File: src/rtl/fbpa_pkg.sv
// fbpa_pkg: shared types and constants of the fixed block pool allocator
// no dependencies; imported by every rtl file of the block but fbpa_ram

package fbpa_pkg;

    localparam int CNT_W   = 9;
    localparam int PADDR_W = 4;

    localparam logic [8:0]  MIN_BLOCKS    = 9'd2;
    localparam logic [15:0] POINTER_BYTES = 16'd8;

    // register indexes, byte address 4*i
    localparam logic [1:0] REG_BASE  = 2'd0;
    localparam logic [1:0] REG_SIZE  = 2'd1;
    localparam logic [1:0] REG_TOTAL = 2'd2;

    localparam logic [15:0] RESET_BLOCK_BYTES = 16'd8;

    // iteration counts of the shared add/sub unit
    localparam int DIV_STEPS = 32;
    localparam int MUL_STEPS = 16;

    typedef enum logic [1:0] {
        CMD_GET = 2'd0,
        CMD_PUT = 2'd1,
        CMD_FMT = 2'd2,
        CMD_NOP = 2'd3
    } t_cmd;

    typedef enum logic [2:0] {
        ST_OK        = 3'd0,
        ST_BAD_BASE  = 3'd1,
        ST_BAD_COUNT = 3'd2,
        ST_TOO_SMALL = 3'd3,
        ST_NO_FREE   = 3'd4,
        ST_INVALID   = 3'd5
    } t_status;

    typedef struct packed {
        t_cmd        cmd;
        logic [31:0] return_address;
    } t_in_word;

    typedef struct packed {
        t_status     status;
        logic        pool_full;
        logic [31:0] granted_address;
        logic [8:0]  free_blocks;
        logic [8:0]  used_blocks;
    } t_out_word;

    typedef enum logic {
        ARITH_MUL = 1'b0,
        ARITH_DIV = 1'b1
    } t_arith_op;

    typedef struct packed {
        logic        start;
        t_arith_op   op;
        logic [31:0] a;     // dividend, or multiplicand (block index)
        logic [15:0] b;     // divisor, or multiplier (block size)
        logic [31:0] init;  // accumulator start value for multiply
    } t_arith_req;

    typedef struct packed {
        logic        done;
        logic [31:0] result;
        logic [15:0] rem;
    } t_arith_rsp;

endpackage

File: src/rtl/fbpa_ram.sv
// fbpa_ram: generic single-write, single-read ram with registered read data
// no dependencies

module fbpa_ram #(
    parameter int WIDTH = 9,
    parameter int DEPTH = 256
) (
    input  logic                     i_clk,
    input  logic                     i_we,
    input  logic [$clog2(DEPTH)-1:0] i_waddr,
    input  logic [WIDTH-1:0]         i_wdata,
    input  logic                     i_re,
    input  logic [$clog2(DEPTH)-1:0] i_raddr,
    output logic [WIDTH-1:0]         o_rdata
);

    logic [WIDTH-1:0] r_mem [DEPTH];
    logic [WIDTH-1:0] r_rdata;

    always_ff @(posedge i_clk) begin
        if (i_we) begin
            r_mem[i_waddr] <= i_wdata;
        end
        if (i_re) begin
            r_rdata <= r_mem[i_raddr];
        end
    end

    assign o_rdata = r_rdata;

endmodule

File: src/rtl/fbpa_arith.sv
// fbpa_arith: iterative unit around one 32-bit adder; restoring divide or shift-add multiply
// depends on fbpa_pkg

module fbpa_arith (
    input  logic                i_clk,
    input  logic                i_rst_n,
    input  fbpa_pkg::t_arith_req i_req,
    output fbpa_pkg::t_arith_rsp o_rsp
);
    import fbpa_pkg::*;

    logic        r_busy;
    logic        r_done;
    t_arith_op   r_op;
    logic [4:0]  r_cnt;
    logic [31:0] r_acc;
    logic [15:0] r_rem;
    logic [15:0] r_b;
    logic [31:0] r_mcand;

    logic [16:0] trial;
    logic [31:0] add_x;
    logic [31:0] add_y;
    logic        add_cin;
    logic [32:0] sum;
    logic        ge;
    logic [4:0]  last;

    always_comb begin
        trial = {r_rem, r_acc[31]};
        if (r_op == ARITH_DIV) begin
            add_x   = {15'd0, trial};
            add_y   = ~{16'd0, r_b};
            add_cin = 1'b1;
        end else begin
            add_x   = r_acc;
            add_y   = r_b[0] ? r_mcand : 32'd0;
            add_cin = 1'b0;
        end
        sum  = {1'b0, add_x} + {1'b0, add_y} + {32'd0, add_cin};
        // carry out of x + ~b + 1 means no borrow
        ge   = sum[32];
        last = (r_op == ARITH_DIV) ? 5'(DIV_STEPS - 1) : 5'(MUL_STEPS - 1);
    end

    always_ff @(posedge i_clk) begin
        if (!i_rst_n) begin
            r_busy <= 1'b0;
            r_done <= 1'b0;
        end else begin
            r_done <= !i_req.start && r_busy && (r_cnt == last);
            if (i_req.start) begin
                r_busy  <= 1'b1;
                r_op    <= i_req.op;
                r_cnt   <= 5'd0;
                r_b     <= i_req.b;
                r_rem   <= 16'd0;
                r_mcand <= i_req.a;
                r_acc   <= (i_req.op == ARITH_DIV) ? i_req.a : i_req.init;
            end else if (r_busy) begin
                if (r_op == ARITH_DIV) begin
                    r_rem <= ge ? sum[15:0] : trial[15:0];
                    r_acc <= {r_acc[30:0], ge};
                end else begin
                    r_acc   <= sum[31:0];
                    r_b     <= {1'b0, r_b[15:1]};
                    r_mcand <= {r_mcand[30:0], 1'b0};
                end
                r_cnt <= r_cnt + 5'd1;
                if (r_cnt == last) begin
                    r_busy <= 1'b0;
                end
            end
        end
    end

    assign o_rsp.done   = r_done;
    assign o_rsp.result = r_acc;
    assign o_rsp.rem    = r_rem;

endmodule

File: src/rtl/fixed_block_pool_allocator_core.sv
// channel  | direction | handshake                  | word
// ---------+-----------+----------------------------+---------------------------
// in       | input     | i_in_valid / o_in_ready    | i_in_data  (t_in_word)
// out      | output    | o_out_valid / i_out_ready  | o_out_data (t_out_word)
// cfg      | input     | apb psel/penable, pready=1 | paddr, pwdata, prdata
//
// get runs 16 shift-add steps for base + index * size, put runs 32 restoring divide
// steps of the address offset; both run on one shared adder. format writes one link
// per cycle into the link ram. a rejected command skips the arithmetic and goes
// straight to the result. the input is taken again once the result
// sits in the output register, so a stalled output holds at most one item back.
// synchronous active-low reset; the link ram needs no clearing pass.
// depends on fbpa_pkg, fbpa_ram, fbpa_arith

module fixed_block_pool_allocator_core #(
    parameter int NUM_BLOCKS = 256
) (
    input  logic                             i_clk,
    input  logic                             i_rst_n,
    input  logic                             i_in_valid,
    output logic                             o_in_ready,
    input  fbpa_pkg::t_in_word               i_in_data,
    output logic                             o_out_valid,
    input  logic                             i_out_ready,
    output fbpa_pkg::t_out_word              o_out_data,
    input  logic                             psel,
    input  logic                             penable,
    input  logic                             pwrite,
    input  logic [fbpa_pkg::PADDR_W-1:0]     paddr,
    input  logic [31:0]                      pwdata,
    output logic [31:0]                      prdata,
    output logic                             pready
);
    import fbpa_pkg::*;

    localparam int AW = $clog2(NUM_BLOCKS);
    localparam int LW = $clog2(NUM_BLOCKS + 1);
    localparam int CW = (AW + 1 > CNT_W) ? AW + 1 : CNT_W;
    localparam logic [LW-1:0] NULL_LINK = LW'(NUM_BLOCKS);

    typedef enum logic [2:0] {
        S_IDLE,
        S_FMT,
        S_GET,
        S_PUT,
        S_DONE
    } t_state;

    t_state      r_state;
    logic [31:0] r_base_cfg;
    logic [15:0] r_size_cfg;
    logic [8:0]  r_total_cfg;

    logic [LW-1:0] r_head;
    logic [8:0]    r_free;
    logic [8:0]    r_act_total;
    logic [31:0]   r_act_base;
    logic [15:0]   r_act_size;

    logic [AW-1:0] r_fcnt;
    t_status       r_status;
    logic          r_full;
    logic [31:0]   r_granted;
    t_out_word     r_out;
    logic          r_ovalid;

    logic          cfg_wr;
    logic          in_acc;
    logic          get_ok;
    logic          put_ok;
    logic          fmt_last;
    logic          put_bad;
    logic          put_full;
    t_status       fmt_status;

    logic          ram_we;
    logic [AW-1:0] ram_waddr;
    logic [LW-1:0] ram_wdata;
    logic          ram_re;
    logic [LW-1:0] ram_rdata;

    t_arith_req    arith_req;
    t_arith_rsp    arith_rsp;

    assign cfg_wr     = psel && penable && pwrite;
    assign pready     = 1'b1;
    assign o_in_ready = (r_state == S_IDLE);
    assign in_acc     = i_in_valid && o_in_ready;

    assign get_ok   = (r_free != 9'd0) && (r_head < NULL_LINK);
    assign put_ok   = (r_act_total != 9'd0) && (r_act_size != 16'd0);
    assign fmt_last = (CW'(r_fcnt) + CW'(1)) == CW'(r_total_cfg);
    assign put_bad  = (arith_rsp.rem != 16'd0) || (arith_rsp.result >= 32'(r_act_total));
    assign put_full = (r_free >= r_act_total);

    // format checks run in order: base, count, size
    always_comb begin
        if (r_base_cfg == 32'd0) begin
            fmt_status = ST_BAD_BASE;
        end else if (r_total_cfg < MIN_BLOCKS || int'(r_total_cfg) > NUM_BLOCKS) begin
            fmt_status = ST_BAD_COUNT;
        end else if (r_size_cfg < POINTER_BYTES) begin
            fmt_status = ST_TOO_SMALL;
        end else begin
            fmt_status = ST_OK;
        end
    end

    always_comb begin
        case (paddr[3:2])
            REG_BASE:  prdata = r_base_cfg;
            REG_SIZE:  prdata = 32'(r_size_cfg);
            REG_TOTAL: prdata = 32'(r_total_cfg);
            default:   prdata = 32'd0;
        endcase
    end

    always_comb begin
        arith_req.start = 1'b0;
        arith_req.op    = ARITH_MUL;
        arith_req.a     = 32'(r_head);
        arith_req.b     = r_act_size;
        arith_req.init  = r_act_base;
        if (in_acc && i_in_data.cmd == CMD_GET && get_ok) begin
            arith_req.start = 1'b1;
        end
        if (i_in_data.cmd == CMD_PUT) begin
            arith_req.op = ARITH_DIV;
            arith_req.a  = i_in_data.return_address - r_act_base;
            if (in_acc && put_ok) begin
                arith_req.start = 1'b1;
            end
        end
    end

    // the head's successor is fetched while the multiply runs
    assign ram_re = in_acc && (i_in_data.cmd == CMD_GET);

    always_comb begin
        ram_we    = 1'b0;
        ram_waddr = r_fcnt;
        ram_wdata = fmt_last ? NULL_LINK : LW'(r_fcnt) + LW'(1);
        if (r_state == S_FMT) begin
            ram_we = 1'b1;
        end else if (r_state == S_PUT) begin
            ram_waddr = arith_rsp.result[AW-1:0];
            ram_wdata = r_head;
            ram_we    = arith_rsp.done && !put_bad && !put_full;
        end
    end

    fbpa_ram #(
        .WIDTH (LW),
        .DEPTH (NUM_BLOCKS)
    ) u_link_ram (
        .i_clk   (i_clk),
        .i_we    (ram_we),
        .i_waddr (ram_waddr),
        .i_wdata (ram_wdata),
        .i_re    (ram_re),
        .i_raddr (r_head[AW-1:0]),
        .o_rdata (ram_rdata)
    );

    fbpa_arith u_arith (
        .i_clk   (i_clk),
        .i_rst_n (i_rst_n),
        .i_req   (arith_req),
        .o_rsp   (arith_rsp)
    );

    always_ff @(posedge i_clk) begin
        if (!i_rst_n) begin
            r_state     <= S_IDLE;
            r_ovalid    <= 1'b0;
            r_base_cfg  <= 32'd0;
            r_size_cfg  <= RESET_BLOCK_BYTES;
            r_total_cfg <= 9'd0;
            r_head      <= NULL_LINK;
            r_free      <= 9'd0;
            r_act_total <= 9'd0;
            r_act_base  <= 32'd0;
            r_act_size  <= 16'd0;
        end else begin
            if (cfg_wr) begin
                case (paddr[3:2])
                    REG_BASE:  r_base_cfg  <= pwdata;
                    REG_SIZE:  r_size_cfg  <= pwdata[15:0];
                    REG_TOTAL: r_total_cfg <= pwdata[8:0];
                    default: ;
                endcase
            end

            if (r_state == S_DONE && (!r_ovalid || i_out_ready)) begin
                r_ovalid <= 1'b1;
            end else if (i_out_ready) begin
                r_ovalid <= 1'b0;
            end

            case (r_state)
                S_IDLE: begin
                    if (in_acc) begin
                        r_full    <= 1'b0;
                        r_granted <= 32'd0;
                        case (i_in_data.cmd)
                            CMD_GET: begin
                                r_status <= get_ok ? ST_OK : ST_NO_FREE;
                                r_state  <= get_ok ? S_GET : S_DONE;
                            end
                            CMD_PUT: begin
                                r_status <= put_ok ? ST_OK : ST_INVALID;
                                r_state  <= put_ok ? S_PUT : S_DONE;
                            end
                            CMD_FMT: begin
                                r_status <= fmt_status;
                                r_fcnt   <= '0;
                                r_state  <= (fmt_status == ST_OK) ? S_FMT : S_DONE;
                            end
                            default: begin
                                r_status <= ST_OK;
                                r_state  <= S_DONE;
                            end
                        endcase
                    end
                end
                S_FMT: begin
                    r_fcnt <= r_fcnt + AW'(1);
                    if (fmt_last) begin
                        r_head      <= '0;
                        r_free      <= r_total_cfg;
                        r_act_total <= r_total_cfg;
                        r_act_base  <= r_base_cfg;
                        r_act_size  <= r_size_cfg;
                        r_state     <= S_DONE;
                    end
                end
                S_GET: begin
                    if (arith_rsp.done) begin
                        r_head    <= ram_rdata;
                        r_free    <= r_free - 9'd1;
                        r_granted <= arith_rsp.result;
                        r_state   <= S_DONE;
                    end
                end
                S_PUT: begin
                    if (arith_rsp.done) begin
                        if (put_bad) begin
                            r_status <= ST_INVALID;
                        end else if (put_full) begin
                            r_status <= ST_INVALID;
                            r_full   <= 1'b1;
                        end else begin
                            r_head <= arith_rsp.result[LW-1:0];
                            r_free <= r_free + 9'd1;
                        end
                        r_state <= S_DONE;
                    end
                end
                S_DONE: begin
                    if (!r_ovalid || i_out_ready) begin
                        r_out.status          <= r_status;
                        r_out.pool_full       <= r_full;
                        r_out.granted_address <= r_granted;
                        r_out.free_blocks     <= r_free;
                        r_out.used_blocks     <= r_act_total - r_free;
                        r_state               <= S_IDLE;
                    end
                end
                default: r_state <= S_IDLE;
            endcase
        end
    end

    assign o_out_valid = r_ovalid;
    assign o_out_data  = r_out;

endmodule

File: config.mk
export PLATFORM = sky130hd
export DESIGN_NAME = fixed_block_pool_allocator_core
export DESIGN_NICKNAME = d
export VERILOG_FILES = /design/src/rtl/fbpa_pkg.sv /design/src/rtl/fbpa_ram.sv /design/src/rtl/fbpa_arith.sv /design/src/rtl/fixed_block_pool_allocator_core.sv
export SDC_FILE = /design/constraint.sdc
export NUM_CORES = 2
export LEC_CHECK = 0
export BUFFER_PORTS_ARGS = -buffer_cell sky130_fd_sc_hd__buf_2
export CAP_MARGIN = 10
export CORE_UTILIZATION = 50
export CTS_CLUSTER_DIAMETER = 30
export DETAILED_ROUTE_END_ITERATION = 8
export MAX_ROUTING_LAYER = met4
export PLACE_DENSITY = 0.68
export SETUP_SLACK_MARGIN = 0.05
export SLEW_MARGIN = 20
export SYNTH_ARGS = -nofsm -noshare
export SYNTH_HDL_FRONTEND = slang
export SYNTH_SLANG_ARGS = --single-unit
File: constraint.sdc
create_clock -name i_clk -period 44.3 [get_ports i_clk]
set_clock_uncertainty 0.15 [all_clocks]
set_input_delay 4.43 -clock i_clk [delete_from_list [all_inputs] [get_ports i_clk]]
set_output_delay 4.43 -clock i_clk [all_outputs]
set_load 0.005 [all_outputs]
==> flow_metrics.env <==
export IMPL_cp_end_kind="output pin"
export IMPL_swShare_pct=19.8
export IMPL_arrival_ns=6.09
export IMPL_final_antenna_net_count=0
export IMPL_pwr_share_comb_pct=0.9
export IMPL_switchingPower_w=0.00128
export IMPL_grt_max_degree=189
export IMPL_rsz0062_at_grt="false"
export IMPL_crit_fanout=23
export IMPL_synthSimpleGateAreaFrac_pct=4.92
export IMPL_fin_crit_sh_pct=24.1
export IMPL_regArea_sq_um=78200
export IMPL_syn_inst=5870
export IMPL_drt_vias_per_instance=6.17
export IMPL_crit_cells=5
export IMPL_syn_nets=6041
export IMPL_path_cells="buf_2, nor2b_1, nand2_1, o21ai_0, buf_2"
export IMPL_dpl_worst_slack_ns=33.71
export IMPL_synth_top_area_share_pct=69.3
export IMPL_synth_area_per_cell_sq_um=18.5
export IMPL_p_int_w=0.00519
export IMPL_synth_adder_area_share_pct=1.11
export IMPL_dieArea_sq_um=220000
export IMPL_max_cap_violations=0
export IMPL_timing_final_ws_setup_ns=33.63
export IMPL_grt_usage_pct=26.2
export IMPL_rr_worst_depth=8
export IMPL_vias=59800
export IMPL_peakVddDrop_mv=0.0450
export IMPL_crit_type="in -> out"
export IMPL_postCtsSetupRepairBufs=0
export IMPL_multi_input_area_sq_um=29100
export IMPL_ioPinCount=166
export IMPL_numCtsBuffers=477
export IMPL_powerDensity_nw_per_um2=49.5
export IMPL_synth_top_family_by_area="multiplexers"
export IMPL_cts_resized=0
export IMPL_worst_pin_slew_ns=1.18
export IMPL_synth_area_sq_um=109000
export IMPL_grt_ovfl_total=0
export IMPL_leakagePower_nw=42.1
export IMPL_synth_xor_area_share_pct=0.678
export IMPL_crit_required_ns=39.72
export IMPL_cts_tree="built"
export IMPL_wire_per_inst_microns=28.8
export IMPL_period_minus_slack_ns=10.67
export IMPL_cts_hold_fix_buffers=0
export IMPL_clock_sinks=2651
export IMPL_status="finished clean"
export IMPL_synth_compound_area_share_pct=3.49
export IMPL_crit_family="simple AND/OR/NAND/NOR gates"
export IMPL_cp_buffers_inverters=2
export IMPL_htreeDepth=5
export IMPL_yosysTopAreaCell="edfxtp_1"
export IMPL_slew_headroom_pct=20.3
export IMPL_slowest_stage="nor2b_1"
export IMPL_syn_to_final_growth_pct=20.1
export IMPL_dr_pass1_iters=6
export IMPL_clkTransAtPathRegs_ns=0.05
export IMPL_dr_first_iter_drc_count=6705
export IMPL_root_buffer="clkbuf_16"
export IMPL_clock_path_buffers=4
export IMPL_core_sq_um=215000
export IMPL_synth_area_top_cells="edfxtp_1 (69%), mux4_2 (15%), dfxtp_1 (2.5%), nand2_1 (1.7%), mux2i_1 (1.1%)"
export IMPL_synth_cell_types=91
export IMPL_min_path_type="reg -> reg"
export IMPL_seqPwrFrac_pct=42.2
export IMPL_synthArstFlopShare_pct=0
export IMPL_dieHeight_microns=469
export IMPL_die_width_microns=469
export IMPL_fin_nets=6614
export IMPL_cp_common_cell="buf_2"
export IMPL_placementRows=170
export IMPL_critPathLaunchType="primary input"
export IMPL_muxShareOfSynthArea_pct=16.2
export IMPL_setup_viol=0
export IMPL_ys_seq_area_share_pct=71.9
export IMPL_hold_depth=0
export IMPL_port_buffers=162
export IMPL_place_gp_congestion=0.959
export IMPL_dpl_hpwl_microns=165000
export IMPL_clock_latency_ns=1.00
export IMPL_fmax_mhz=93.7
export IMPL_setup_tns_ns=0
export IMPL_ys_seq_elements=2651
export IMPL_max_stage_delay_ns=0.68
export IMPL_maxSlewViolCount=0
export IMPL_grt_pass1_vias=59500
export IMPL_yosysWarnings=0
export IMPL_drc=0
export IMPL_clkPwrFrac_pct=56.9
export IMPL_synth_edf_count=2513
export IMPL_drive_gt1_share_pct=29.8
export IMPL_grt_pass1_wl_microns=407000
export IMPL_wl_microns=279000
export IMPL_antenna_found_initial=11
export IMPL_fill_cells=15000
export IMPL_start_util_pct=50.5
export IMPL_hold_viol=0
export IMPL_synth_main_ff_cell="edfxtp_1"
## final timing paths
check	start	to	slack (ns)
worst max-delay path	paddr[3]	prdata[2]	33.63
worst min-delay path	r_granted[21]	o_out_data[39]	0.26
worst max register to register	r_head[0]	u_link_ram.o_rdata[1]	38.29
worst min register to register	r_granted[21]	o_out_data[39]	0.26
## cell usage in the layout, fill, tap and decap left out, types with 17 or more instances in the layout
cell        netlist  layout
a21o_1           51      51
dfxtp_1         138     132
nand2_1         482     482
clkinvlp_4        0      50
clkinv_1          2      76
buf_4             4     287
xor2_1           42      42
and2_1           53      53
nor4_1           29      28
xnor2_1          37      37
nor2_1          182     179
clkbuf_16         0     485
o21ai_0          95      95
nor2b_1          35      34
clkinv_2          0      64
mux2_2           20      20
buf_2            93     162
nor3_1          225     217
edfxtp_1       2513    2513
o211ai_1         18      18
clkinv_4          0      38
a22oi_1          41      41
clkbuf_1        224      46
bufinv_16         0      77
nand3_1          49      48
mux4_2          720     720
mux2i_1         119     119
ha_1             89      89
inv_1            75      75
nand4_1          17      17
a21oi_1         195     195
inv_6             0      34
## synthesized netlist by cell type (all sizes together), types with 89 or more instances
cell type / n
a21oi: 197
buf: 142
clkbuf: 226
dfxtp: 138
edfxtp: 2513
ha: 89
mux2i: 119
mux4: 720
nand2: 483
nor2: 184
nor3: 227
o21ai: 103
## worst register-to-register path, stage by stage, from the launching register on
cell and delay (ns):
dfxtp_4 0.82, buf_12 0.72, buf_4 0.90, buf_4 0.84
mux4_2 0.74, mux4_2 0.53, mux2i_1 0.40, a22oi_1 0.32
and4_1 0.36
## routing by layer
layer | part of all wire, % | wire (microns) | GRT usage (%)
met1 | 41 | 114000 | 36.2
met2 | 47 | 132000 | 39.2
met3 | 8.0 | 22300 | 4.64
met4 | 3.8 | 10600 | 9.78
met5 | 0 | 0 | -
## power by group through the flow
stage               Clock, W  Sequential (W)  Combinational, W
floorplan                  0         0.00278         0.0000314
CTS                  0.00371         0.00273         0.0000590
global placement           0         0.00278         0.0000570
finish               0.00368         0.00273         0.0000600
global route         0.00383         0.00273         0.0000639
detailed placement         0         0.00278         0.0000587
## sequential cells by signal (all words and copies together), names as in the netlist, 3 cells and up
signal              count
u_link_ram.r_mem     2304
o_out_data             54
r_act_base             32
r_base_cfg             32
r_granted              32
u_arith.r_acc          32
u_arith.r_mcand        32
r_act_size             16
r_size_cfg             16
u_arith.r_b            16
u_arith.r_rem          16
r_act_total             9
r_free                  9
r_head                  9
r_total_cfg             9
u_link_ram.o_rdata      9
r_fcnt                  8
u_arith.r_cnt           5
r_state                 3
r_status                3
## through the flow
step | utilization (%) | hold slack (ns) | instances | total power [W] | instance area [sq um]
floorplan | - | 0.250 | 5870 | 0.00281 | 109000
global placement | 53.0 | 0.256 | 8799 | 0.00283 | 114000
detailed placement | 53.0 | 0.255 | 8800 | 0.00283 | 114000
CTS | 60.6 | 0.266 | 9677 | 0.00650 | 131000
global route | 60.7 | 0.270 | 9686 | 0.00662 | 131000
finish | 60.7 | 0.263 | 9687 | 0.00647 | 131000
## kinds of logic after synthesis
kind of cell | count (synthesis)
flops | 2651
simple gates | 1162
compound gates | 575
xor+xnor | 81
mux | 859
other cells | 1
fa+ha+maj | 94
buf+inv | 447
## area by class of cell
cell class	instances	area share (%)
repair buffers	462	2.45
inverters	79	0.229
multi-input cells	2772	22.2
clock inverters	344	3.08
clock buffers	533	9.43
diodes	8	0.0153
flip-flops and latches	2651	59.8
well taps	2838	2.72
(Power assumes the default switching activity.)
